## src/sv/dcq_pkg.sv

```systemverilog
package dcq_pkg;

    localparam int COEF_BITS       = 16;
    localparam int ALPHA_FRAC_BITS = 8;
    localparam int QUAL_W          = 7;
    localparam int TAB_W           = 7;
    // alpha peaks at 50 * 2^F, which stays below 64 * 2^F
    localparam int ALPHA_W         = ALPHA_FRAC_BITS + 6;
    localparam int STEP_W          = ALPHA_W + TAB_W;
    localparam int NUM_W           = COEF_BITS + ALPHA_FRAC_BITS + 2;
    localparam int REM_W           = STEP_W + 1;
    localparam int PROD_W          = COEF_BITS + STEP_W;
    localparam int PRE_STAGES      = 3;
    localparam int PIPE_DEPTH      = PRE_STAGES + NUM_W;
    localparam int ACNT_W          = $clog2(ALPHA_W);

    localparam logic [QUAL_W-1:0] QUALITY_RESET = QUAL_W'(50);
    localparam logic [QUAL_W-1:0] QUALITY_KNEE  = QUAL_W'(50);
    localparam logic [QUAL_W-1:0] QUALITY_MAX   = QUAL_W'(100);
    localparam logic [QUAL_W-1:0] QUALITY_MIN   = QUAL_W'(1);
    localparam logic [ALPHA_W-1:0] ALPHA_RESET =
        ALPHA_W'(((100 - 50) * (1 << ALPHA_FRAC_BITS) + 25) / 50);
    localparam logic [ALPHA_W-1:0] ALPHA_NUM_LOW = ALPHA_W'(50 * (1 << ALPHA_FRAC_BITS));
    localparam logic [ALPHA_W-1:0] ALPHA_HALF_HIGH = ALPHA_W'(25);

    localparam logic [TAB_W-1:0] LUMA_TAB [64] = '{
        7'd16, 7'd11, 7'd10, 7'd16, 7'd24,  7'd40,  7'd51,  7'd61,
        7'd12, 7'd12, 7'd14, 7'd19, 7'd26,  7'd58,  7'd60,  7'd55,
        7'd14, 7'd13, 7'd16, 7'd24, 7'd40,  7'd57,  7'd69,  7'd56,
        7'd14, 7'd17, 7'd22, 7'd29, 7'd51,  7'd87,  7'd80,  7'd62,
        7'd18, 7'd22, 7'd37, 7'd56, 7'd68,  7'd109, 7'd103, 7'd77,
        7'd24, 7'd35, 7'd55, 7'd64, 7'd81,  7'd104, 7'd113, 7'd92,
        7'd49, 7'd64, 7'd78, 7'd87, 7'd103, 7'd121, 7'd120, 7'd101,
        7'd72, 7'd92, 7'd95, 7'd98, 7'd112, 7'd100, 7'd103, 7'd99
    };

    localparam logic [TAB_W-1:0] CHROMA_TAB [64] = '{
        7'd17, 7'd18, 7'd24, 7'd47, 7'd99, 7'd99, 7'd99, 7'd99,
        7'd18, 7'd21, 7'd26, 7'd66, 7'd99, 7'd99, 7'd99, 7'd99,
        7'd24, 7'd26, 7'd56, 7'd99, 7'd99, 7'd99, 7'd99, 7'd99,
        7'd47, 7'd66, 7'd99, 7'd99, 7'd99, 7'd99, 7'd99, 7'd99,
        7'd99, 7'd99, 7'd99, 7'd99, 7'd99, 7'd99, 7'd99, 7'd99,
        7'd99, 7'd99, 7'd99, 7'd99, 7'd99, 7'd99, 7'd99, 7'd99,
        7'd99, 7'd99, 7'd99, 7'd99, 7'd99, 7'd99, 7'd99, 7'd99,
        7'd99, 7'd99, 7'd99, 7'd99, 7'd99, 7'd99, 7'd99, 7'd99
    };

    typedef enum logic {
        ALPHA_IDLE,
        ALPHA_DIV
    } t_alpha_state;

    typedef struct packed {
        logic               busy;
        logic [ALPHA_W-1:0] alpha;
    } t_alpha_stat;

    typedef struct packed {
        logic              neg;
        logic              mag_zero;
        logic              deq;
        logic              step_zero;
        logic [PROD_W-1:0] prod;
    } t_side;

    typedef struct packed {
        logic [COEF_BITS-1:0] val;
        logic                 clip;
    } t_lane_res;

    function automatic t_lane_res finish_lane(t_side s, logic [NUM_W-1:0] quo);
        t_lane_res               res;
        logic [PROD_W:0]         rounded;
        logic [PROD_W:0]         mag;
        logic [PROD_W:0]         limit;
        logic [COEF_BITS-1:0]    lo;
        res.clip = 1'b0;
        res.val  = '0;
        rounded  = (PROD_W + 1)'(s.prod) + (PROD_W + 1)'(1 << (ALPHA_FRAC_BITS - 1));
        if (s.deq) begin
            mag = rounded >> ALPHA_FRAC_BITS;
        end else begin
            mag = (PROD_W + 1)'(quo);
        end
        limit = s.neg ? (PROD_W + 1)'(1) << (COEF_BITS - 1)
                      : ((PROD_W + 1)'(1) << (COEF_BITS - 1)) - 1'b1;
        if (!s.deq && s.step_zero) begin
            // divide by zero: rail of the sign, 0 for zero input
            res.clip = 1'b1;
            mag      = s.mag_zero ? '0 : limit;
        end else if (mag > limit) begin
            res.clip = 1'b1;
            mag      = limit;
        end
        lo      = mag[COEF_BITS-1:0];
        res.val = s.neg ? (~lo + 1'b1) : lo;
        return res;
    endfunction

endpackage

```

## src/sv/dcq_if.sv

```systemverilog


interface dcq_cfg_if;
    logic                              valid;
    logic                              ready;
    logic [dcq_pkg::QUAL_W-1:0]        data;

    modport source (output valid, data, input ready);
    modport sink (input valid, data, output ready);
endinterface

```

## src/sv/dcq_alpha.sv

```systemverilog
module dcq_alpha (
    input  logic                  i_clk,
    input  logic                  i_rst_n,
    dcq_cfg_if.sink               i_cfg,
    output dcq_pkg::t_alpha_stat  o_stat
);

    dcq_pkg::t_alpha_state                 r_state, n_state;
    logic [dcq_pkg::ALPHA_W-1:0]           r_alpha, n_alpha;
    logic [dcq_pkg::ALPHA_W-1:0]           r_num, n_num;
    logic [dcq_pkg::QUAL_W-1:0]            r_rem, n_rem;
    logic [dcq_pkg::QUAL_W-1:0]            r_den, n_den;
    logic [dcq_pkg::ACNT_W-1:0]            r_cnt, n_cnt;
    logic [dcq_pkg::QUAL_W-1:0]            q;
    logic [dcq_pkg::QUAL_W:0]              trial;
    logic                                  fits;

    always_comb begin
        n_state = r_state;
        n_alpha = r_alpha;
        n_num   = r_num;
        n_rem   = r_rem;
        n_den   = r_den;
        n_cnt   = r_cnt;
        q       = (i_cfg.data == '0) ? dcq_pkg::QUALITY_MIN : i_cfg.data;
        trial   = {r_rem, r_num[dcq_pkg::ALPHA_W-1]};
        fits    = trial >= {1'b0, r_den};
        i_cfg.ready = (r_state == dcq_pkg::ALPHA_IDLE);
        case (r_state)
            dcq_pkg::ALPHA_IDLE: begin
                if (i_cfg.valid) begin
                    n_rem   = '0;
                    n_cnt   = dcq_pkg::ACNT_W'(dcq_pkg::ALPHA_W - 1);
                    n_alpha = '0;
                    if (q >= dcq_pkg::QUALITY_MAX) begin
                        n_state = dcq_pkg::ALPHA_IDLE;
                    end else if (q < dcq_pkg::QUALITY_KNEE) begin
                        n_num   = dcq_pkg::ALPHA_NUM_LOW + dcq_pkg::ALPHA_W'(q >> 1);
                        n_den   = q;
                        n_state = dcq_pkg::ALPHA_DIV;
                    end else begin
                        n_num   = (dcq_pkg::ALPHA_W'(dcq_pkg::QUALITY_MAX - q)
                                   << dcq_pkg::ALPHA_FRAC_BITS) + dcq_pkg::ALPHA_HALF_HIGH;
                        n_den   = dcq_pkg::QUALITY_KNEE;
                        n_state = dcq_pkg::ALPHA_DIV;
                    end
                end
            end
            dcq_pkg::ALPHA_DIV: begin
                // one quotient bit per cycle, restoring
                n_num   = r_num << 1;
                n_rem   = fits ? dcq_pkg::QUAL_W'(trial - {1'b0, r_den})
                               : trial[dcq_pkg::QUAL_W-1:0];
                n_alpha = {r_alpha[dcq_pkg::ALPHA_W-2:0], fits};
                n_cnt   = r_cnt - 1'b1;
                if (r_cnt == '0) begin
                    n_state = dcq_pkg::ALPHA_IDLE;
                end
            end
            default: begin
                n_state = dcq_pkg::ALPHA_IDLE;
            end
        endcase
    end

    always_ff @(posedge i_clk) begin
        if (!i_rst_n) begin
            r_state <= dcq_pkg::ALPHA_IDLE;
            r_alpha <= dcq_pkg::ALPHA_RESET;
        end else begin
            r_state <= n_state;
            r_alpha <= n_alpha;
        end
    end

    always_ff @(posedge i_clk) begin
        r_num <= n_num;
        r_rem <= n_rem;
        r_den <= n_den;
        r_cnt <= n_cnt;
    end

    assign o_stat.busy  = (r_state != dcq_pkg::ALPHA_IDLE);
    assign o_stat.alpha = r_alpha;

endmodule

```

## src/flat_wrapper.sv

```systemverilog
// flat-port wrapper written by rule: the top's interface ports become plain ports
module dcq_alpha_flat 
  (i_clk, i_rst_n, o_stat, i_cfg_valid, i_cfg_data, i_cfg_ready);
  dcq_cfg_if i_cfg_i ();
  input  logic i_clk;
  input  logic i_rst_n;
  output dcq_pkg::t_alpha_stat o_stat;
  input wire logic [$bits(i_cfg_i.valid)-1:0] i_cfg_valid;
  input wire logic [$bits(i_cfg_i.data)-1:0] i_cfg_data;
  output wire logic [$bits(i_cfg_i.ready)-1:0] i_cfg_ready;
  assign i_cfg_i.valid = i_cfg_valid;
  assign i_cfg_i.data = i_cfg_data;
  assign i_cfg_ready = i_cfg_i.ready;
  dcq_alpha u_core (.i_clk(i_clk), .i_rst_n(i_rst_n), .i_cfg(i_cfg_i), .o_stat(o_stat));
endmodule
```

## config.mk

```make
export PLATFORM = sky130hd
export DESIGN_NAME = dcq_alpha_flat
export DESIGN_NICKNAME = d
export VERILOG_FILES = /design/src/sv/dcq_pkg.sv /design/src/sv/dcq_if.sv /design/src/sv/dcq_alpha.sv /design/src/flat_wrapper.sv
export SDC_FILE = /design/constraint.sdc
export NUM_CORES = 1
export LEC_CHECK = 0
export BUFFER_PORTS_ARGS = -buffer_cell sky130_fd_sc_hd__clkbuf_2
export CORE_ASPECT_RATIO = 1.1
export CORE_MARGIN = 8
export CORE_UTILIZATION = 55
export DETAILED_ROUTE_END_ITERATION = 6
export MAX_ROUTING_LAYER = met4
export PLACE_DENSITY = 0.82
export RECOVER_POWER = 100
export SYNTH_ARGS = -nofsm -noshare
export SYNTH_HDL_FRONTEND = slang
export SYNTH_SLANG_ARGS = --single-unit
```

## constraint.sdc

```tcl
create_clock -name i_clk -period 2.3 [get_ports i_clk]
set_input_delay 0.46 -clock i_clk [delete_from_list [all_inputs] [get_ports i_clk]]
set_output_delay 0.46 -clock i_clk [all_outputs]
set_load 0.05 [all_outputs]
```

After elaboration in Yosys (flattened, before gate mapping):

Index checks and enable logic that the tools add are counted.

* register bits: 47
* bits in latches: 0
* bits in writable memories: 0
* memory bits (read-only): 0
* input port bits: 10
* output and inout bits: 16
* memories kept: 0

* $add $sub $neg: 5
* multiply operators: 0
* div/mod/pow operators: 0
* $lt $le $gt $ge: 3
* equal/unequal tests: 2
* shift operators: 0
* mux-type cells: 16
* bitwise gates (word level): 2
* reductions and logical operators: 4

Operator list (count)
* 14-bit 2-to-1 mux: 4
* 14-bit one-hot mux with 2 select lines: 2
* 7-bit 2-to-1 mux: 3
* 13-bit by 7-bit adder with 14-bit output, first input constant: 1
* 14-bit by 5-bit adder with 14-bit output, second input constant: 1
* 7-bit one-hot mux with 2 select lines: 1
* 8-bit by 7-bit >= comparator with 1-bit output: 1
* 4-bit one-hot mux with 2 select lines: 1
* 7-bit >= comparator, second input constant: 1
* 7-bit zero test: 1
* 7-bit by 6-bit less-than comparator with 1-bit output, second input constant: 1
* 7-bit subtractor: 1
* 6-bit subtractor, first input constant: 1
* 4-bit zero test: 1
* 4-bit 2-to-1 mux: 1
* 2-bit inequality test, second input constant: 2
* 4-bit by 1-bit subtractor with 4-bit output, second input constant: 1
* 1-bit 2-to-1 mux: 3
* 3-bit AND reduction: 1
* 1-bit inverter: 2
* 1-bit one-hot mux with 2 select lines: 1
* 2-bit AND reduction: 1

Depth between registers and ports, before layout:

Gate-level depths: netlist of run 1.

* depth after elaboration: 8
* gate-level depth with buffers: 9
* mapped depth without buffers: 8

Least setup slack after synthesis of run 1:

OpenSTA, ideal clock, no wires.

* kind: register -> register
* from: register u_core.r_num[13] in the netlist's numbering
* to: register u_core.r_rem[0] in the netlist's numbering, data pin
* setup time: 0.261 ns
* arrival time: 1.781 ns
* data required time: 2.039 ns
* path slack: 0.259 ns
* stages on the path, launching flop included: 9
* buffers on the path: 1
* period minus slack after synthesis: 2.041 ns
* cell sequence: edfxtp_1 inv_1 ha_1 fa_1 nor2b_4 o31a_1 o31a_1 buf_6 o311a_1

* longest elaborated chain between the ends: 3
* elaborated cells on any way between the ends: 4
* those cells by class: 1 x add/sub; 1 x order compare; 2 x mux

RTL lines
* start, declared: RTL line dcq_alpha.sv:10 `logic [dcq_pkg::ALPHA_W-1:0] r_num, n_num;`
* start signal, assigned: RTL line dcq_alpha.sv:77 `r_num <= n_num;`
* 7-bit subtractor or 8-bit by 7-bit >= comparator with 1-bit output (tied branches): RTL line dcq_alpha.sv:52, dcq_alpha.sv:27
* 7-bit 2-to-1 mux (*): RTL line dcq_alpha.sv:52 `n_rem = fits ? dcq_pkg::QUAL_W'(trial - {1'b0, r_den})`
* 7-bit one-hot mux with 2 select lines (*): RTL line dcq_alpha.sv:29 `case (r_state)`
* end signal, assigned: RTL line dcq_alpha.sv:78 `r_rem <= n_rem;`
* end, declared: RTL line dcq_alpha.sv:11 `logic [dcq_pkg::QUAL_W-1:0] r_rem, n_rem;`

Mark *: on every way between the ends. The rest lies on a longest branch, timed or not.
A chain may end at the register's enable or synchronous reset.

Worst setup path after layout of run 1:

* from: register u_core.r_rem[1] in the netlist's numbering
* to: register u_core.r_rem[1] in the netlist's numbering, data pin

* longest elaborated chain between the ends: 3

RTL lines
* 8-bit by 7-bit >= comparator with 1-bit output: RTL line dcq_alpha.sv:27 `fits = trial >= {1'b0, r_den};`
* 7-bit 2-to-1 mux: RTL line dcq_alpha.sv:52
* 7-bit one-hot mux with 2 select lines: RTL line dcq_alpha.sv:29

No other way between the ends.

==> run_results.csv, run 1 <==
group,metric,value,unit
status,run_status,"complete, no violations",
cells_and_area,final_layout_size_suffix_gt1_frac,0.0969,
routing,dr.first_iter.drc_count,94,
synth,yosys.cell_count.top_type,"sky130_fd_sc_hd__edfxtp_1",
pwr,power.net_switching,0.540,mW
routing,avgRoutedWirePerCell,14.7,um
synth,ys_dominant_reg_cell,"sky130_fd_sc_hd__edfxtp_1",
setup_path,worstPathRequired,2.36,ns
routing,via_count,1723,
global_route,global_route.usage.met3,0.0377,
synth,synth_top_cell_by_area,"sky130_fd_sc_hd__edfxtp_1",
pwr,share_of_power_burned_in_registers,0.528,
die,floorplan.die.height,85.6,um
synth,synthesis.nets,253,
global_route,grt.total_usage,0.144,
pwr,peakVddDrop,0.000530,V
routing,via_per_inst,5.52,
timing,achievable_freq,0.473,GHz
clocking,clkTransAtPathRegs,0.09,ns
synth,yosys-top-cells-area,"sky130_fd_sc_hd__edfxtp_1 (40%), sky130_fd_sc_hd__dfxtp_1 (12%), sky130_fd_sc_hd__ha_1 (5.2%)",
hold_path,min_from,"u_core.r_alpha[0]",
timing,fin_crit,2.12,ns
placement,dp_cells,304,
setup_path,cp-start-kind,"flip-flop",
placement,port_buffers,25,
pwr,power.share.combinational,0.197,
setup_path,worst_setup_path_end_kind,"flip-flop",
die,dieWidth,79.2,um
global_route,grt_pass1_wl,7650,um
synth,synth.distinct_cells,40,
timing,fin_setup_tns,0,ns
clocking,clock-root-buffer,"sky130_fd_sc_hd__clkbuf_8",
clocking,clock_network_latency_to_the_later_pin_of_the_worst_skew_pair,0.30,ns
placement,place_congestion,0.874,
die,die-area,6780,um2
timing,slew_viol_final,0,
clocking,cts_setup_buffers,0,
pwr,p_leak,0.968,nW
die,initial_core_util,0.569,
clocking,tritoncts,"yes",
routing,iteration_count_of_the_initial_detailed_routing_pass,4,
cells_and_area,area_growth,9.98,%
synth,synth-edff-count,32,
global_route,use_met1,0.175,
synth,synth-async-reset-ratio,0,
synth,synth-seq-cells,47,
synth,synthesis.area_per_instance,10.4,um2
timing,final-setup-viol-count,0,
die,placement_rows,25,
pwr,total_power,1.91,mW
cells_and_area,fill_cell_instance_count_of_the_final_layout,385,
cells_and_area,design_area,2660,um2
cells_and_area,final-seq-area,1260,um2
global_route,total_congestion_overflow,0,
timing,hold_viol_final,0,
global_route,busiest_layer,"met2",
clocking,ctsLongestPathBuffers,2,
flow_run,maxCapViolCount,0,
pwr,cellPowerDensity,718,nW/um2
cells_and_area,utilization,0.625,
setup_path,crit_fanout,10,
setup_path,path_class,"flip-flop to flip-flop",
global_route,grt_antenna_before_repair,0,
global_route,grt_max_degree,51,
cells_and_area,finalNetCount,278,
clocking,cts_buffers,5,
cells_and_area,instances_no_fill,312,
timing,skew,0.00977,ns
timing,relSlewSlack,0.593,
global_route,gr-usage-met2,0.226,
clocking,cts_num_sinks,47,
setup_path,r2r_start,"u_core.r_rem[1]",
routing,route.final.wire_length,4570,um
die,floorplan.core_area,4250,um2
setup_path,worstPathArrival,2.18,ns
pwr,p_int,1.37,mW
cells_and_area,multiInputGateArea,1050,um2
synth,post-synth-top-area-fraction,0.397,
synth,synth_area,2420,um2
timing,worst_pin_slew,0.614,ns
setup_path,timing.critical_path.from,"u_core.r_rem[1]",
synth,yosys-top-cells-count,"sky130_fd_sc_hd__edfxtp_1 (32), sky130_fd_sc_hd__a21oi_1 (21), sky130_fd_sc_hd__nand2_1 (18)",
hold_path,min_path_type,"flip-flop to flip-flop",
timing,layout_worst_path_cycle_share,0.920,
clocking,cts_h_tree_depth,2,
routing,drtAntennaViolNets,0,
pwr,clockPowerShare,0.275,
pwr,swShare,0.283,
global_route,vias_in_the_first_global_route,1653,
die,top_level_ports,26,
placement,half_perimeter_wire_length_of_the_detailed_placement_result,3280,um
synth,synth_cells,232,
timing,grt_setup_unrepaired,"false",
placement,placedInstanceArea,2580,um2
cells_and_area,diodes,0,
synth,synth-warning-count,0,
synth,ys_seq_area_frac,0.521,
routing,post-route-drc-count,0,
-- power groups by stage --
stage / Sequential [mW] / Combinational (mW) / Clock (mW)
2_1_floorplan: 1.03 / 0.278 / 0
3_3_place_gp: 1.03 / 0.360 / 0
3_5_place_dp: 1.03 / 0.372 / 0
4_1_cts: 1.01 / 0.373 / 0.543
5_1_grt: 1.02 / 0.418 / 0.577
6_report: 1.01 / 0.375 / 0.526
-- final timing paths --
check	to	slack [ns]	cells past startpoint
worst max-delay path	u_core.r_rem[1]	0.18	5
worst min-delay path	u_core.r_alpha[0]	0.50	2
worst max register to register	u_core.r_rem[1]	0.18	5
worst min register to register	u_core.r_alpha[0]	0.50	2
-- flip-flops by register name (all words and copies together), names as in the netlist --
name / flops
u_core.r_alpha: 14
u_core.r_cnt: 4
u_core.r_state: 1
u_core.r_num: 14
u_core.r_den: 7
u_core.r_rem: 7
-- stage by stage --
stage,hold slack [ns],worst slack (ns)
2_1_floorplan,0.487,0.259
3_3_place_gp,0.483,0.170
3_5_place_dp,0.491,0.0840
4_1_cts,0.486,0.0780
5_1_grt,0.504,0.0138
6_report,0.501,0.185
-- logic make-up (layout without fill, tap and decap cells) --
family,after synthesis,count (layout),share of synthesized area
AOI/OAI and AO/OA,56,56,0.146
adders and majority gates,11,11,0.0600
and+or+nand+nor,77,77,0.173
xor gates and xnor gates,7,7,0.0253
buffers and inverters,28,54,0.0497
muxes,5,5,0.0228
DFF,47,47,0.521
other,1,1,0.00155
-- layout by cell type, fill, tap and decap left out, types with 5 or more instances in the layout --
cell	instances
sky130_fd_sc_hd__edfxtp_1	32
sky130_fd_sc_hd__clkbuf_1	22
sky130_fd_sc_hd__a21oi_1	21
sky130_fd_sc_hd__nand2_1	18
sky130_fd_sc_hd__inv_1	17
sky130_fd_sc_hd__dfxtp_1	15
sky130_fd_sc_hd__nor2b_1	14
sky130_fd_sc_hd__nor2_1	12
sky130_fd_sc_hd__nor3b_1	12
sky130_fd_sc_hd__o21ai_0	10
sky130_fd_sc_hd__ha_1	10
sky130_fd_sc_hd__xnor2_1	6
sky130_fd_sc_hd__clkbuf_8	6
sky130_fd_sc_hd__clkbuf_2	6
sky130_fd_sc_hd__nand3_1	5
-- final cells by class --
type,instances,area share
clock buffers,7,0.0325
flip-flops and latches,47,0.474
clock inverters,1,0.00329
inverters,17,0.0240
well taps,54,0.0254
multi-input cells,157,0.394
repair buffers,29,0.0466
-- what timing repair did --
| action | CTS | global route |
|---|---|---|
| hold buffers | 0 | 0 |
| setup endpoints to repair | 0 | 7 |
| gates resized for setup | 0 | 3 |
-- per-layer routing --
| layer | share of wire | up-vias |
|---|---|---|
| met3 | 0.042 | 2 |
| met1 | 0.45 | 805 |
| li1 | - | 871 |
| met2 | 0.50 | 45 |
| met5 | 0 | - |
| met4 | 0.0022 | 0 |
-- critical path: stages, from the launching register on --
cell and delay (ns):
sky130_fd_sc_hd__edfxtp_1 0.42, sky130_fd_sc_hd__ha_1 0.36, sky130_fd_sc_hd__nor2b_4 0.15, sky130_fd_sc_hd__o31a_1 0.29
sky130_fd_sc_hd__o31a_4 0.34, sky130_fd_sc_hd__o311a_1 0.30
Note: power is estimated with default switching activity, not from simulation.
==> run 2: changes to the inputs <==
BUFFER_PORTS_ARGS = -buffer_cell sky130_fd_sc_hd__buf_2   (was -buffer_cell sky130_fd_sc_hd__clkbuf_2)
==> run 2 against run 1 <==
Compared with the run above:
- die area unchanged
- first-iteration DRC count decreased by 2.1%
- routed wire length is 0.20% lower
- global-route usage fell by 0.52 points
- highest routed layer unchanged
==> run_results.csv, run 2 (same netlist as run 1, synthesis figures left out) <==
group,metric,value,unit
setup_path,cp-endpoint,"u_core.r_rem[0]",
setup_path,worst_setup_path_end_kind,"flip-flop",
clocking,clock_network_latency_to_the_later_pin_of_the_worst_skew_pair,0.30,ns
timing,skew,0.00822,ns
timing,fin_crit,2.20,ns
cells_and_area,final_layout_size_suffix_gt1_frac,0.108,
routing,via_per_inst,5.50,
die,initial_core_util,0.569,
die,floorplan.die.height,85.6,um
cells_and_area,area_growth,10.5,%
timing,worst_pin_slew,0.875,ns
clocking,ctsLongestPathBuffers,2,
setup_path,timing.critical_path.cells,"ha_1 > fa_2 > nor2b_4 > o31a_1 > o31a_1 > buf_4 > o21ai_2 > o311a_1",
setup_path,worst_r2r_endpoint,"u_core.r_rem[0]",
timing,fin_setup_tns,0,ns
global_route,total_congestion_overflow,0,
routing,via_count,1727,
pwr,peakVddDrop,0.000396,V
clocking,clock-root-buffer,"sky130_fd_sc_hd__clkbuf_8",
clocking,tritoncts,"yes",
timing,slew_viol_final,0,
routing,iteration_count_of_the_initial_detailed_routing_pass,4,
clocking,clkTransAtPathRegs,0.09,ns
global_route,grt_antenna_before_repair,0,
setup_path,worstPathArrival,2.25,ns
timing,fin_ws,0.105,ns
setup_path,timing.critical_path.from,"u_core.r_den[0]",
setup_path,timing.critical_path.max_delay_family,"compound AO/OA/AOI/OAI gates",
timing,achievable_freq,0.456,GHz
pwr,cellPowerDensity,715,nW/um2
die,top_level_ports,26,
routing,route.final.wire_length,4560,um
die,placement_rows,25,
die,dieWidth,79.2,um
setup_path,path_class,"flip-flop to flip-flop",
setup_path,rr_worst_depth,8,
clocking,cts_num_sinks,47,
cells_and_area,design_area,2670,um2
setup_path,worstPathRequired,2.35,ns
global_route,vias_in_the_first_global_route,1578,
setup_path,cp-start-kind,"flip-flop",
cells_and_area,finalNetCount,280,
placement,port_buffers,25,
global_route,grt.total_usage,0.139,
setup_path,r2r_start,"u_core.r_den[0]",
timing,hold_viol_final,0,
placement,place_congestion,0.859,
cells_and_area,reg.largest.list,"u_core.r_alpha: 14 flops, u_core.r_num: 14 flops",
hold_path,min_path_type,"flip-flop to flip-flop",
global_route,grt_pass1_wl,7320,um
setup_path,slowest_stage,"sky130_fd_sc_hd__edfxtp_1",
pwr,p_leak,0.974,nW
global_route,grt_max_degree,51,
placement,placedInstanceArea,2580,um2
setup_path,cp.depth,8,
flow_run,maxCapViolCount,0,
setup_path,crit_fanout,5,
routing,dr.first_iter.drc_count,92,
setup_path,path_buf_inv,1,
timing,relSlewSlack,0.417,
status,run_status,"complete, no violations",
placement,half_perimeter_wire_length_of_the_detailed_placement_result,3250,um
pwr,total_power,1.91,mW
cells_and_area,utilization,0.628,
setup_path,crit_top_cell,"sky130_fd_sc_hd__o31a_1",
setup_path,ff2ff_setup_slack,0.10,ns
routing,drtAntennaViolNets,0,
die,die-area,6780,um2
die,floorplan.core_area,4250,um2
setup_path,cp_slowest_stage_delay,0.38,ns
cells_and_area,mostFrequentLayoutCell,"sky130_fd_sc_hd__edfxtp_1",
routing,avgRoutedWirePerCell,14.5,um
placement,placement.setup.worst_slack,0.0995,ns
routing,post-route-drc-count,0,
clocking,cts_h_tree_depth,2,
timing,final-setup-viol-count,0,
timing,layout_worst_path_cycle_share,0.954,
cells_and_area,diodes,0,
cells_and_area,top_library_cells_by_usage_in_the_layout_fill_and_taps_aside,"sky130_fd_sc_hd__edfxtp_1 (32), sky130_fd_sc_hd__a21oi_1 (21), sky130_fd_sc_hd__clkbuf_1 (20)",
cells_and_area,fill_cell_instance_count_of_the_final_layout,376,
clocking,cts_buffers,5,
-- run 2: cell types whose count changed in the layout (fill, tap and decap cells not counted) --
cell / previous run / this run
sky130_fd_sc_hd__clkinv_2: 0 / 1
sky130_fd_sc_hd__o31a_1: 2 / 4
sky130_fd_sc_hd__clkbuf_1: 22 / 20
sky130_fd_sc_hd__o31a_4: 1 / 0
sky130_fd_sc_hd__o31ai_1: 4 / 3
sky130_fd_sc_hd__o31ai_2: 0 / 1
sky130_fd_sc_hd__clkbuf_2: 6 / 1
sky130_fd_sc_hd__and2_1: 1 / 2
sky130_fd_sc_hd__and2_0: 4 / 3
sky130_fd_sc_hd__buf_2: 0 / 7
-- run 2: how the worst min path moves through the flow --
| stage | slack, ns | startpoint | to | depth (start not counted) |
|---|---|---|---|---|
| 5_1_grt | 0.49 | i_rst_n | u_core.r_state | 2 |
| 4_1_cts | 0.48 | u_core.r_alpha[0] | u_core.r_alpha[0] | 2 |
| 6_report | 0.49 | u_core.r_alpha[0] | u_core.r_alpha[0] | 2 |
| 2_1_floorplan | 0.49 | u_core.r_num[8] | u_core.r_num[9] | 2 |
| 3_5_place_dp | 0.47 | u_core.r_alpha[0] | u_core.r_alpha[0] | 2 |
| 3_3_place_gp | 0.48 | u_core.r_alpha[7] | u_core.r_alpha[8] | 2 |
-- run 2: power breakdown --
part / switching [mW] / internal, mW / total (mW)
Sequential: 0.0283 / 0.981 / 1.01
Clock: 0.275 / 0.246 / 0.520
Combinational: 0.238 / 0.143 / 0.381
Total: 0.541 / 1.37 / 1.91
-- run 2: routing by layer --
layer | track usage | vias to the layer above | wire length (um)
met5 | - | - | 0
li1 | - | 882 | -
met4 | 0.0658 | 0 | 78
met3 | 0.0303 | 7 | 112
met1 | 0.175 | 807 | 2150
met2 | 0.206 | 31 | 2230
-- run 2: per-stage QoR --
stage | cells | hold slack, ns
floorplan | 232 | 0.487
global placement | 304 | 0.480
detailed placement | 304 | 0.471
CTS | 312 | 0.484
global route | 314 | 0.491
finish | 314 | 0.492
-- run 2: layout make-up --
type	instances	area [um2]	share of cell area
clock buffer	6	82.6	0.0309
clock inverter	2	13.8	0.00515
inverter	17	63.8	0.0239
tap	54	67.6	0.0253
timing repair buffer	30	130	0.0487
multi-input combinational	158	1050	0.394
sequential	47	1260	0.472
-- run 2: worst register-to-register path: cells and delay by family, from the launching register on --
kind	cells	cell delay, ns
flip-flops	1	0.38
AO/OA/AOI/OAI	4	0.67
adder cells (fa/ha/maj)	2	0.62
buffers and inverters	1	0.15
AND/OR/NAND/NOR	1	0.13
-- run 2: repair_timing --
item | CTS | global route
endpoints found under the setup margin | 0 | 6
buffers inserted | 0 | 1
hold buffers | 0 | 0
resized for setup | 0 | 2
